[src/mrt_pkg.sv]
// Shared types and character constants for the record tokenizer.
`default_nettype none

package mrt_pkg;

  localparam int CLASS_LEN_DEF = 64;
  localparam int KEY_LEN_DEF   = 64;
  localparam int VALUE_LEN_DEF = 256;
  localparam int MAX_PAIRS_DEF = 32;

  localparam logic [7:0] CH_CARET     = 8'h5E;
  localparam logic [7:0] CH_STAR      = 8'h2A;
  localparam logic [7:0] CH_EQUALS    = 8'h3D;
  localparam logic [7:0] CH_TILDE     = 8'h7E;
  localparam logic [7:0] CH_AMP       = 8'h26;
  localparam logic [7:0] CH_QUOTE     = 8'h22;
  localparam logic [7:0] CH_BACKSLASH = 8'h5C;
  localparam logic [7:0] CH_COMMA     = 8'h2C;
  localparam logic [7:0] CH_NEWLINE   = 8'h0A;
  localparam logic [7:0] CH_NUL       = 8'h00;

  typedef enum logic [2:0] {
    PM_START  = 3'd0,
    PM_CLASS  = 3'd1,
    PM_KEY    = 3'd2,
    PM_VALUE  = 3'd3,
    PM_STRING = 3'd4,
    PM_ESCAPE = 3'd5,
    PM_DONE   = 3'd6
  } parse_mode_t;

  typedef enum logic [3:0] {
    EV_NONE         = 4'd0,
    EV_TYPE         = 4'd1,
    EV_CLASS_CHAR   = 4'd2,
    EV_CLASS_END    = 4'd3,
    EV_KEY_CHAR     = 4'd4,
    EV_KEY_END      = 4'd5,
    EV_VALUE_CHAR   = 4'd6,
    EV_PAIR_KEPT    = 4'd7,
    EV_PAIR_DROPPED = 4'd8,
    EV_LINE_DONE    = 4'd9
  } event_t;

  typedef struct packed {
    event_t     ev;
    logic [7:0] ch;
    logic [7:0] pos;
    logic [5:0] slot;
  } result_t;

endpackage

`default_nettype wire

[src/mi_record_tokenizer.sv]
// Top level of the record tokenizer: parser state, result register and skid stage.
// Throughput: one request per cycle while the skid stage is empty.
// The parse state updates in the accepting cycle.
// A skid stage behind the result register keeps in_ready registered, so a request
// is still taken in the cycle that a stalled result is waiting.
// Reset (rst_n low, synchronous) returns the parser to waiting for a type mark,
// clears the counters and empties both result stages.
`default_nettype none

module mi_record_tokenizer #(
  parameter int CLASS_LEN = mrt_pkg::CLASS_LEN_DEF,
  parameter int KEY_LEN   = mrt_pkg::KEY_LEN_DEF,
  parameter int VALUE_LEN = mrt_pkg::VALUE_LEN_DEF,
  parameter int MAX_PAIRS = mrt_pkg::MAX_PAIRS_DEF
) (
  input  wire logic       clk,
  input  wire logic       rst_n,
  input  wire logic       in_valid,
  output logic            in_ready,
  input  wire logic [7:0] in_byte_in,
  input  wire logic       in_line_first,
  output logic            out_valid,
  input  wire logic       out_ready,
  output logic [3:0]      out_event_res,
  output logic [7:0]      out_byte_out,
  output logic [7:0]      out_position,
  output logic [5:0]      out_pair_index
);
  import mrt_pkg::*;

  localparam logic [7:0] CLASS_LIM = 8'(CLASS_LEN - 1);
  localparam logic [7:0] KEY_LIM   = 8'(KEY_LEN - 1);
  localparam logic [7:0] VALUE_LIM = 8'(VALUE_LEN - 1);
  localparam logic [5:0] PAIR_LIM  = 6'(MAX_PAIRS);

  parse_mode_t mode_r, mode_nxt, mode_eff;
  logic [7:0]  name_r, name_nxt, name_eff;
  logic [7:0]  value_r, value_nxt, value_eff;
  logic [5:0]  pairs_r, pairs_nxt, pairs_eff;

  result_t res;
  result_t out_r;
  result_t skid_r;
  logic    out_valid_r;
  logic    skid_valid_r;
  logic    accept;
  logic    is_type_mark;

  assign in_ready = !skid_valid_r;
  assign accept   = in_valid && in_ready;

  // The first byte of a line sees the parser as if freshly reset.
  assign mode_eff  = in_line_first ? PM_START : mode_r;
  assign name_eff  = in_line_first ? 8'd0 : name_r;
  assign value_eff = in_line_first ? 8'd0 : value_r;
  assign pairs_eff = in_line_first ? 6'd0 : pairs_r;

  assign is_type_mark = in_byte_in inside {CH_CARET, CH_STAR, CH_EQUALS, CH_TILDE, CH_AMP};

  // Next parser state.
  always_comb begin
    mode_nxt  = mode_eff;
    name_nxt  = name_eff;
    value_nxt = value_eff;
    pairs_nxt = pairs_eff;
    if (in_byte_in != CH_NUL) begin
      case (mode_eff)
        PM_START: begin
          if (is_type_mark) begin
            mode_nxt = PM_CLASS;
            name_nxt = 8'd0;
          end
        end
        PM_CLASS: begin
          if (in_byte_in == CH_COMMA) begin
            name_nxt = 8'd0;
            mode_nxt = PM_KEY;
          end else if (in_byte_in == CH_NEWLINE) begin
            mode_nxt = PM_DONE;
          end else if (name_eff < CLASS_LIM) begin
            name_nxt = name_eff + 8'd1;
          end
        end
        PM_KEY: begin
          if (in_byte_in == CH_EQUALS) begin
            name_nxt = 8'd0;
            mode_nxt = PM_VALUE;
          end else if (in_byte_in == CH_COMMA) begin
            name_nxt = 8'd0;
          end else if (name_eff < KEY_LIM) begin
            name_nxt = name_eff + 8'd1;
          end
        end
        PM_VALUE: begin
          // The value count restarts here, so an unquoted first byte is always taken.
          value_nxt = (in_byte_in == CH_QUOTE) ? 8'd0 : 8'd1;
          mode_nxt  = PM_STRING;
        end
        PM_STRING: begin
          if (in_byte_in == CH_BACKSLASH) begin
            mode_nxt = PM_ESCAPE;
          end else if (in_byte_in == CH_QUOTE || in_byte_in == CH_COMMA) begin
            if (pairs_eff < PAIR_LIM) begin
              pairs_nxt = pairs_eff + 6'd1;
            end
            mode_nxt = PM_KEY;
            name_nxt = 8'd0;
            if (in_byte_in == CH_COMMA) begin
              value_nxt = 8'd0;
            end
          end else if (value_eff < VALUE_LIM) begin
            value_nxt = value_eff + 8'd1;
          end
        end
        PM_ESCAPE: begin
          if (value_eff < VALUE_LIM) begin
            value_nxt = value_eff + 8'd1;
          end
          mode_nxt = PM_STRING;
        end
        default: begin
        end
      endcase
    end
  end

  // Result for the current byte.
  always_comb begin
    res = '{ev: EV_NONE, ch: 8'd0, pos: 8'd0, slot: 6'd0};
    if (in_byte_in != CH_NUL) begin
      case (mode_eff)
        PM_START: begin
          if (is_type_mark) begin
            res.ev = EV_TYPE;
            res.ch = in_byte_in;
          end
        end
        PM_CLASS: begin
          if (in_byte_in == CH_COMMA) begin
            res.ev  = EV_CLASS_END;
            res.pos = name_eff;
          end else if (in_byte_in == CH_NEWLINE) begin
            res.ev  = EV_LINE_DONE;
            res.pos = name_eff;
          end else if (name_eff < CLASS_LIM) begin
            res.ev  = EV_CLASS_CHAR;
            res.ch  = in_byte_in;
            res.pos = name_eff;
          end
        end
        PM_KEY: begin
          if (in_byte_in == CH_EQUALS) begin
            res.ev  = EV_KEY_END;
            res.pos = name_eff;
          end else if (in_byte_in == CH_COMMA) begin
            res.ev = EV_NONE;
          end else if (name_eff < KEY_LIM) begin
            res.ev  = EV_KEY_CHAR;
            res.ch  = in_byte_in;
            res.pos = name_eff;
          end
        end
        PM_VALUE: begin
          if (in_byte_in != CH_QUOTE) begin
            res.ev = EV_VALUE_CHAR;
            res.ch = in_byte_in;
          end
        end
        PM_STRING: begin
          if (in_byte_in == CH_BACKSLASH) begin
            res.ev = EV_NONE;
          end else if (in_byte_in == CH_QUOTE || in_byte_in == CH_COMMA) begin
            res.ev   = (pairs_eff < PAIR_LIM) ? EV_PAIR_KEPT : EV_PAIR_DROPPED;
            res.pos  = value_eff;
            res.slot = pairs_eff;
          end else if (value_eff < VALUE_LIM) begin
            res.ev  = EV_VALUE_CHAR;
            res.ch  = in_byte_in;
            res.pos = value_eff;
          end
        end
        PM_ESCAPE: begin
          if (value_eff < VALUE_LIM) begin
            res.ev  = EV_VALUE_CHAR;
            res.ch  = in_byte_in;
            res.pos = value_eff;
          end
        end
        default: begin
        end
      endcase
    end
  end

  always_ff @(posedge clk) begin
    if (!rst_n) begin
      mode_r  <= PM_START;
      name_r  <= 8'd0;
      value_r <= 8'd0;
      pairs_r <= 6'd0;
    end else if (accept) begin
      mode_r  <= mode_nxt;
      name_r  <= name_nxt;
      value_r <= value_nxt;
      pairs_r <= pairs_nxt;
    end
  end

  // Result register with a skid stage behind it.
  always_ff @(posedge clk) begin
    if (!rst_n) begin
      out_valid_r  <= 1'b0;
      skid_valid_r <= 1'b0;
    end else begin
      if (!out_valid_r || out_ready) begin
        if (skid_valid_r) begin
          out_r        <= skid_r;
          out_valid_r  <= 1'b1;
          skid_valid_r <= 1'b0;
        end else begin
          out_r       <= res;
          out_valid_r <= accept;
        end
      end else if (accept) begin
        skid_r       <= res;
        skid_valid_r <= 1'b1;
      end
    end
  end

  assign out_valid      = out_valid_r;
  assign out_event_res  = out_r.ev;
  assign out_byte_out   = out_r.ch;
  assign out_position   = out_r.pos;
  assign out_pair_index = out_r.slot;

`ifndef SYNTH
  a_skid_behind_out: assert property (@(posedge clk) disable iff (!rst_n)
    skid_valid_r |-> out_valid_r)
    else $error("skid stage holds a request while the result register is empty");

  a_pair_count_bound: assert property (@(posedge clk) disable iff (!rst_n)
    pairs_r <= PAIR_LIM)
    else $error("pair count beyond the pair limit");

  a_kept_slot_bound: assert property (@(posedge clk) disable iff (!rst_n)
    (out_valid_r && out_r.ev == EV_PAIR_KEPT) |-> (out_r.slot < PAIR_LIM))
    else $error("kept pair reported in a slot beyond the pair limit");

  a_line_done_mode: assert property (@(posedge clk) disable iff (!rst_n)
    (accept && res.ev == EV_LINE_DONE) |=> (mode_r == PM_DONE))
    else $error("newline in the class name did not close the line");
`endif

endmodule

`default_nettype wire
[config.mk]
export PLATFORM = sky130hd
export DESIGN_NAME = mi_record_tokenizer
export DESIGN_NICKNAME = d
export VERILOG_FILES = /design/src/mrt_pkg.sv /design/src/mi_record_tokenizer.sv
export SDC_FILE = /design/constraint.sdc
export NUM_CORES = 1
export LEC_CHECK = 0
export ABC_CLOCK_PERIOD_IN_PS = 5300
export BUFFER_PORTS_ARGS = -buffer_cell sky130_fd_sc_hd__clkbuf_2
export CAP_MARGIN = 20
export CORE_ASPECT_RATIO = 0.8
export CORE_MARGIN = 3
export CORE_UTILIZATION = 46
export CTS_CLUSTER_DIAMETER = 150
export CTS_CLUSTER_SIZE = 40
export DETAILED_ROUTE_END_ITERATION = 10
export GPL_ROUTABILITY_DRIVEN = 0
export PLACE_DENSITY_LB_ADDON = 0.25
export SLEW_MARGIN = 20
export SYNTH_ARGS = -nofsm -noshare
export SYNTH_HDL_FRONTEND = slang
export SYNTH_SLANG_ARGS = --single-unit
[constraint.sdc]
create_clock -name clk -period 5.3 [get_ports clk]
set_input_delay 1.06 -clock clk [delete_from_list [all_inputs] [get_ports clk]]
set_output_delay 1.06 -clock clk [all_outputs]
set_load 0.01 [all_outputs]
==> summary.md, run 1 <==
| Metric | Value |
|---|---|
| Top cell type's share of synthesized area | 34.8% |
| Worst Hold Slack | 0.492 ns |
| Post-synth EDFFs | 52 |
| Critical path class | input pin to flip-flop |
| Die span in y | 94.3 µm |
| Share of flip-flops with an asynchronous set or reset after synthesis | 0% |
| Residual DRC count | 0 |
| Total number of yosys warnings | 0 |
| Unique masters post-synth | 72 |
| Most frequent cells in the layout | edfxtp_1 (52), nand2_1 (41), clkbuf_2 (40), nor2_1 (34), dfxtp_1 (27) |
| Fmax | 271 MHz |
| Net count of the finished layout | 498 |
| Uppermost metal layer occupied by signal nets | met4 |
| Wire length of the first global-routing pass | 18.4 mm |
| Final routed wirelength across all metal layers | 11.3 mm |
| Final sum of negative setup slack | 0 ns |
| Endpoint required time on the critical path | 5.39 ns |
| Net Count, Synth | 467 |
| Post-detailed-route wirelength per cell | 18.9 µm |
| Routed Antenna Nets | 0 |
| Startpoint type of the worst setup path | input pin |
| Clock insertion delay at the later pin of the skew report | 0.34 ns |
| Area of the core | 9270 µm² |
| Count of hold buffers inserted by post-cts repair | 0 |
| Maximum fanout count along the critical path | 31 |
| Setup repair after global routing missed its margin | no |
| Core Rows | 31 |
| Number of synthesized register bits | 79 |
| Total GRT Usage | 21.7% |
| Diodes inserted | 0 |
| Number of sinks handled by clock tree synthesis | 79 |
| Main combinational cell family by area after synthesis | simple AND/OR/NAND/NOR gates |
| Clock Skew | 0.00923 ns |
| WL met1 | 5.24 mm |
| Fraction of the mapped netlist area in simple logic gates | 24.8% |
| Met2 routed wirelength | 4.91 mm |
| Fraction of layout cells with a size suffix above 1 | 20.6% |
| CTS tree | done |
| Post-synthesis instance total | 449 |
| Xor-xnor portion of the synthesized cell area | 0.195% |
| First-pass DRT Iterations | 5 |
| Maximum number of pins on one net before global-route repair | 33 |
| Die outline area | 11000 µm² |
| Result of the run | finished, final reports clean |
| Peak ir drop on the vdd network | 127 µV |
| Most common cell after layout, fill and taps aside | edfxtp_1 |
| Top-level I/O count | 41 |
| Adder-cell share of the synthesized area | 1.62% |
| Iteration-0 DRC count of the detailed router | 452 |
| Multi-input logic area | 2230 µm² |
| Cell type with the highest aggregate area in the netlist | edfxtp_1 |
| Total global routing overflow | 0 |
| Critical Path Sink Type | flip-flop |
| Num CTS Buffers | 9 |
| Sequential standard cell area | 2100 µm² |
| Leakage power total | 1.83 nW |
| Kind of path behind the tightest hold check | flip-flop to flip-flop |
| Relative slew margins | 39.4% |
| Final Hold Vio Count | 0 |
| Leading cell types by total area after synthesis | edfxtp_1 (35%), dfxtp_1 (12%), nand2_1 (3.4%), nor2_1 (2.9%), o21ai_0 (2.7%) |
| Maxcap violations | 0 |
| DP HPWL | 8.00 mm |
| Prevailing post-synth register cell | edfxtp_1 |
| Register area share after synthesis | 46.9% |
| Number of antenna violations at the first check in global routing | 0 |
| Power per Cell Area | 283 nW/µm² |
| Die X-Extent | 116 µm |
| H-tree depth | 3 |
| Non-filler instance count after layout | 600 |
| Final-layout fill cell count | 817 |
| Clock transition at the register clock pins on the worst setup and hold paths after CTS | 0.06 ns |
| Cell count of the worst reg-to-reg path | 7 |
| Number of cells after detailed placement | 584 |
| Number of pins exceeding their max-slew limit in the final report | 0 |
| Via count of the first global-routing pass | 3517 |
| Starting Density | 48.4% |
| Hold Crit Depth | 1 |
| Clock Path Buffers | 2 |
| Data arrival time of the critical path | 3.78 ns |
| Detail-routed via count per cell | 6.23 |
| Final critical-path share of the clock period | 69.6% |
| Metal3 WL | 1.04 mm |
| Number of I/O port buffers | 40 |
| Synthesized area divided by synthesized cell count | 9.99 µm² |
| Slew of the pin with the lowest slew margin | 0.908 ns |
| Final Setup Violations | 0 |
| Post-synthesis to final-layout area growth | 12.7% |
| Root cell of the clock tree | clkbuf_16 |
| Post-synthesis mux area share | 2.23% |
| Period minus WS final | 3.69 ns |
| Detailed-route via count | 3739 |
| Number of instances resized during post-cts repair | 0 |
| Post-CTS repair timing setup buffer count | 0 |
| Total standard cell area after synthesis | 4480 µm² |
| Complex-gate fraction of the synthesized area | 20.8% |
## final cells by class
cell class,instances,share of cell area (%)
clock inverter,6,1.36
sequential,79,41.6
timing repair buffer,46,4.85
multi-input combinational,335,44.1
clock buffer,10,4.53
tap,115,2.85
inverter,9,0.669
## cell families after synthesis
kind of cell / after synthesis
flops: 79
buf+inv: 35
fa+ha+maj: 6
simple gates: 199
mux: 9
compound gates: 120
xor+xnor: 1
## routing by layer
metal / up-vias / GRT usage [%]
met2: 158 / 31.2
met5: - / 0
li1: 1776 / -
met1: 1794 / 31.6
met3: 11 / 6.57
met4: 0 / 5.99
## state kept, by name, indices dropped and copies added, names as in the netlist
register	flops
skid_r	26
name_r	8
out_byte_out	8
out_position	8
value_r	8
out_pair_index	6
pairs_r	6
out_event_res	4
mode_r	3
out_valid	1
skid_valid_r	1
## power by group
part / internal [mW] / switching, mW
Combinational: 0.0431 / 0.0803
Clock: 0.367 / 0.254
Sequential: 0.675 / 0.00898
## final timing paths
path / from / to / slack [ns]
max: in_line_first / out_position[1]$_DFFE_PP_ / 1.61
min reg2reg: pairs_r[4]$_SDFFE_PN0P_ / pairs_r[4]$_SDFFE_PN0P_ / 0.49
min: pairs_r[4]$_SDFFE_PN0P_ / pairs_r[4]$_SDFFE_PN0P_ / 0.49
max reg2reg: name_r[1]$_SDFFE_PN0P_ / out_position[1]$_DFFE_PP_ / 2.47
## Yosys cell counts, types with 10 or more instances
master / count
clkbuf_1: 16
edfxtp_1: 52
nor3_1: 11
o21ai_0: 24
a21oi_1: 10
dfxtp_1: 27
nor2_1: 35
nor2b_1: 19
nand3_1: 14
and2_1: 15
nand2_1: 41
## worst max-delay path, stage by stage
cell and delay, ns:
clkbuf_2 0.39, nor2b_1 0.48, ha_1 0.27, nand4b_1 0.16, o22a_1 0.36, o32a_1 0.47
and2_2 0.24, a221o_1 0.33
## per-stage QoR
| stage | worst slack [ns] | cell area, µm² | util, % | total power [mW] |
|---|---|---|---|---|
| 2_1_floorplan | 1.52 | 4480 | - | 0.779 |
| 3_3_place_gp | 1.44 | 4750 | 51.3 | 0.817 |
| 3_5_place_dp | 1.31 | 4750 | 51.3 | 0.820 |
| 4_1_cts | 1.68 | 5050 | 54.5 | 1.44 |
| 5_1_grt | 1.47 | 5050 | 54.5 | 1.48 |
| 6_report | 1.61 | 5050 | 54.5 | 1.43 |
Note: power is estimated with default switching activity, not from simulation.
==> run 2: changes to the inputs <==
--- a/config.mk
+++ b/config.mk
@@ -5,7 +5,7 @@
 export SDC_FILE = /design/constraint.sdc
 export NUM_CORES = 1
 export LEC_CHECK = 0
-export ABC_CLOCK_PERIOD_IN_PS = 5300
+export ABC_CLOCK_PERIOD_IN_PS = 3600
 export BUFFER_PORTS_ARGS = -buffer_cell sky130_fd_sc_hd__clkbuf_2
 export CAP_MARGIN = 20
 export CORE_ASPECT_RATIO = 0.8
==> constraint.sdc (replaced) <==
create_clock -name clk -period 3.6 [get_ports clk]
set_input_delay 0.72 -clock clk [delete_from_list [all_inputs] [get_ports clk]]
set_output_delay 0.72 -clock clk [all_outputs]
set_load 0.01 [all_outputs]
==> run 2 against run 1 <==
Global-route usage is 0.21 points lower. Via count decreased by 1.3%. Register-to-register slack got worse by 1.7 ns. Wire length rose by 0.69%. Highest routed layer unchanged. Die area did not move. Largest power group unchanged.
==> summary.md, run 2 (synthesized netlist as in run 1, its figures left out) <==
| Metric | Value |
|---|---|
| Routed Antenna Nets | 0 |
| Final routed wirelength across all metal layers | 11.4 mm |
| Final Hold Vio Count | 0 |
| H-tree depth | 3 |
| Post-detailed-route wirelength per cell | 18.9 µm |
| Number of cells after detailed placement | 589 |
| Maximum number of pins on one net before global-route repair | 32 |
| CTS tree | done |
| R2R Setup Slk | 0.80 ns |
| Die outline area | 11000 µm² |
| Final sum of negative setup slack | 0 ns |
| Total global routing overflow | 0 |
| Number of instances resized during post-cts repair | 0 |
| Most common cell after layout, fill and taps aside | edfxtp_1 |
| Data arrival time of the critical path | 3.13 ns |
| Iteration-0 DRC count of the detailed router | 371 |
| Clock Path Buffers | 2 |
| Fraction of layout cells with a size suffix above 1 | 21.6% |
| DP HPWL | 8.05 mm |
| Core Rows | 31 |
| Num CTS Buffers | 9 |
| Setup repair after global routing missed its margin | no |
| Diodes inserted | 0 |
| Relative slew margins | 48.5% |
| Number of I/O port buffers | 40 |
| Maxcap violations | 0 |
| Slew of the pin with the lowest slew margin | 0.770 ns |
| Critical Path Sink Type | flip-flop |
| Total GRT Usage | 21.5% |
| Detail-routed via count per cell | 6.10 |
| Endpoint required time on the critical path | 3.69 ns |
| Residual DRC count | 0 |
| Detailed-route via count | 3690 |
| Final Setup Violations | 0 |
| Count of hold buffers inserted by post-cts repair | 0 |
| Number of flip-flops in the largest register | 26 |
| Most flop-heavy register | skid_r |
| Clock transition at the register clock pins on the worst setup and hold paths after CTS | 0.06 ns |
| Via count of the first global-routing pass | 3436 |
| Die X-Extent | 116 µm |
| Fmax | 330 MHz |
| Kind of path behind the tightest hold check | flip-flop to flip-flop |
| Peak ir drop on the vdd network | 251 µV |
| Clock Skew | 0.00727 ns |
| Leakage power total | 1.86 nW |
| Final-layout fill cell count | 814 |
| First-pass DRT Iterations | 5 |
| Starting Density | 48.4% |
| Power per Cell Area | 419 nW/µm² |
| Final critical-path share of the clock period | 84.2% |
| Final setup margin | 0.568 ns |
| Die span in y | 94.3 µm |
| Fin util | 55.0% |
| Most frequent cells in the layout | edfxtp_1 (52), nand2_1 (41), clkbuf_2 (40), nor2_1 (34), dfxtp_1 (27) |
| Maximum fanout count along the critical path | 13 |
| Post-synthesis to final-layout area growth | 13.7% |
| Pre-CTS setup slack | 0.278 ns |
| Critical path class | input pin to flip-flop |
| Clock insertion delay at the later pin of the skew report | 0.34 ns |
| Worst Hold Slack | 0.506 ns |
| Number of sinks handled by clock tree synthesis | 79 |
| Root cell of the clock tree | clkbuf_16 |
| Wire length of the first global-routing pass | 18.2 mm |
| Net count of the finished layout | 503 |
| Area of the core | 9270 µm² |
| Period minus WS final | 3.03 ns |
| Result of the run | finished, final reports clean |
| Number of pins exceeding their max-slew limit in the final report | 0 |
| Startpoint type of the worst setup path | input pin |
| Post-CTS repair timing setup buffer count | 0 |
| Non-filler instance count after layout | 605 |
| Number of antenna violations at the first check in global routing | 0 |
| Top-level I/O count | 41 |
==> run 2: through the flow <==
stage / area [µm²] / power, mW
final: 5100 / 2.14
after global routing: 5100 / 2.20
after CTS: 5100 / 2.14
after detailed placement: 4790 / 1.21
after global placement: 4790 / 1.21
after floorplan: 4480 / 1.15
==> run 2: worst paths after layout <==
path / start / to / cells after the start
max: in_line_first / out_position[0]$_DFFE_PP_ / 11
min: pairs_r[1]$_SDFFE_PN0P_ / pairs_r[1]$_SDFFE_PN0P_ / 2
max reg2reg: value_r[1]$_SDFFE_PN0P_ / out_position[0]$_DFFE_PP_ / 10
min reg2reg: pairs_r[1]$_SDFFE_PN0P_ / pairs_r[1]$_SDFFE_PN0P_ / 2
==> run 2: final cells by class <==
class	instances	area, µm²	area share (%)
clock buffer	9	225	4.42
multi-input combinational	335	2230	43.7
sequential	79	2100	41.2
clock inverter	7	80.1	1.57
tap	115	144	2.82
inverter	9	33.8	0.663
timing repair buffer	51	283	5.55
==> run 2: worst max-delay path, stage by stage <==
cell and delay, ns:
clkbuf_2 0.19, nor2b_1 0.39, ha_1 0.29, nand3_1 0.15, nor3_1 0.27, buf_4 0.21
inv_1 0.08, ha_1 0.21, a22oi_1 0.27, nand3_1 0.14, a22o_1 0.20
==> run 2: power by group <==
part	internal, mW	switching, mW
Combinational	0.0660	0.120
Clock	0.547	0.395
Sequential	0.994	0.0131
==> run 2: metal layers <==
layer / global-route usage [%] / vias up / part of all wire [%]
met1: 30.8 / 1771 / 49
li1: - / 1786 / -
met4: 5.70 / 0 / 1.6
met5: 0 / - / 0
met3: 6.25 / 15 / 6.8
met2: 31.7 / 118 / 43
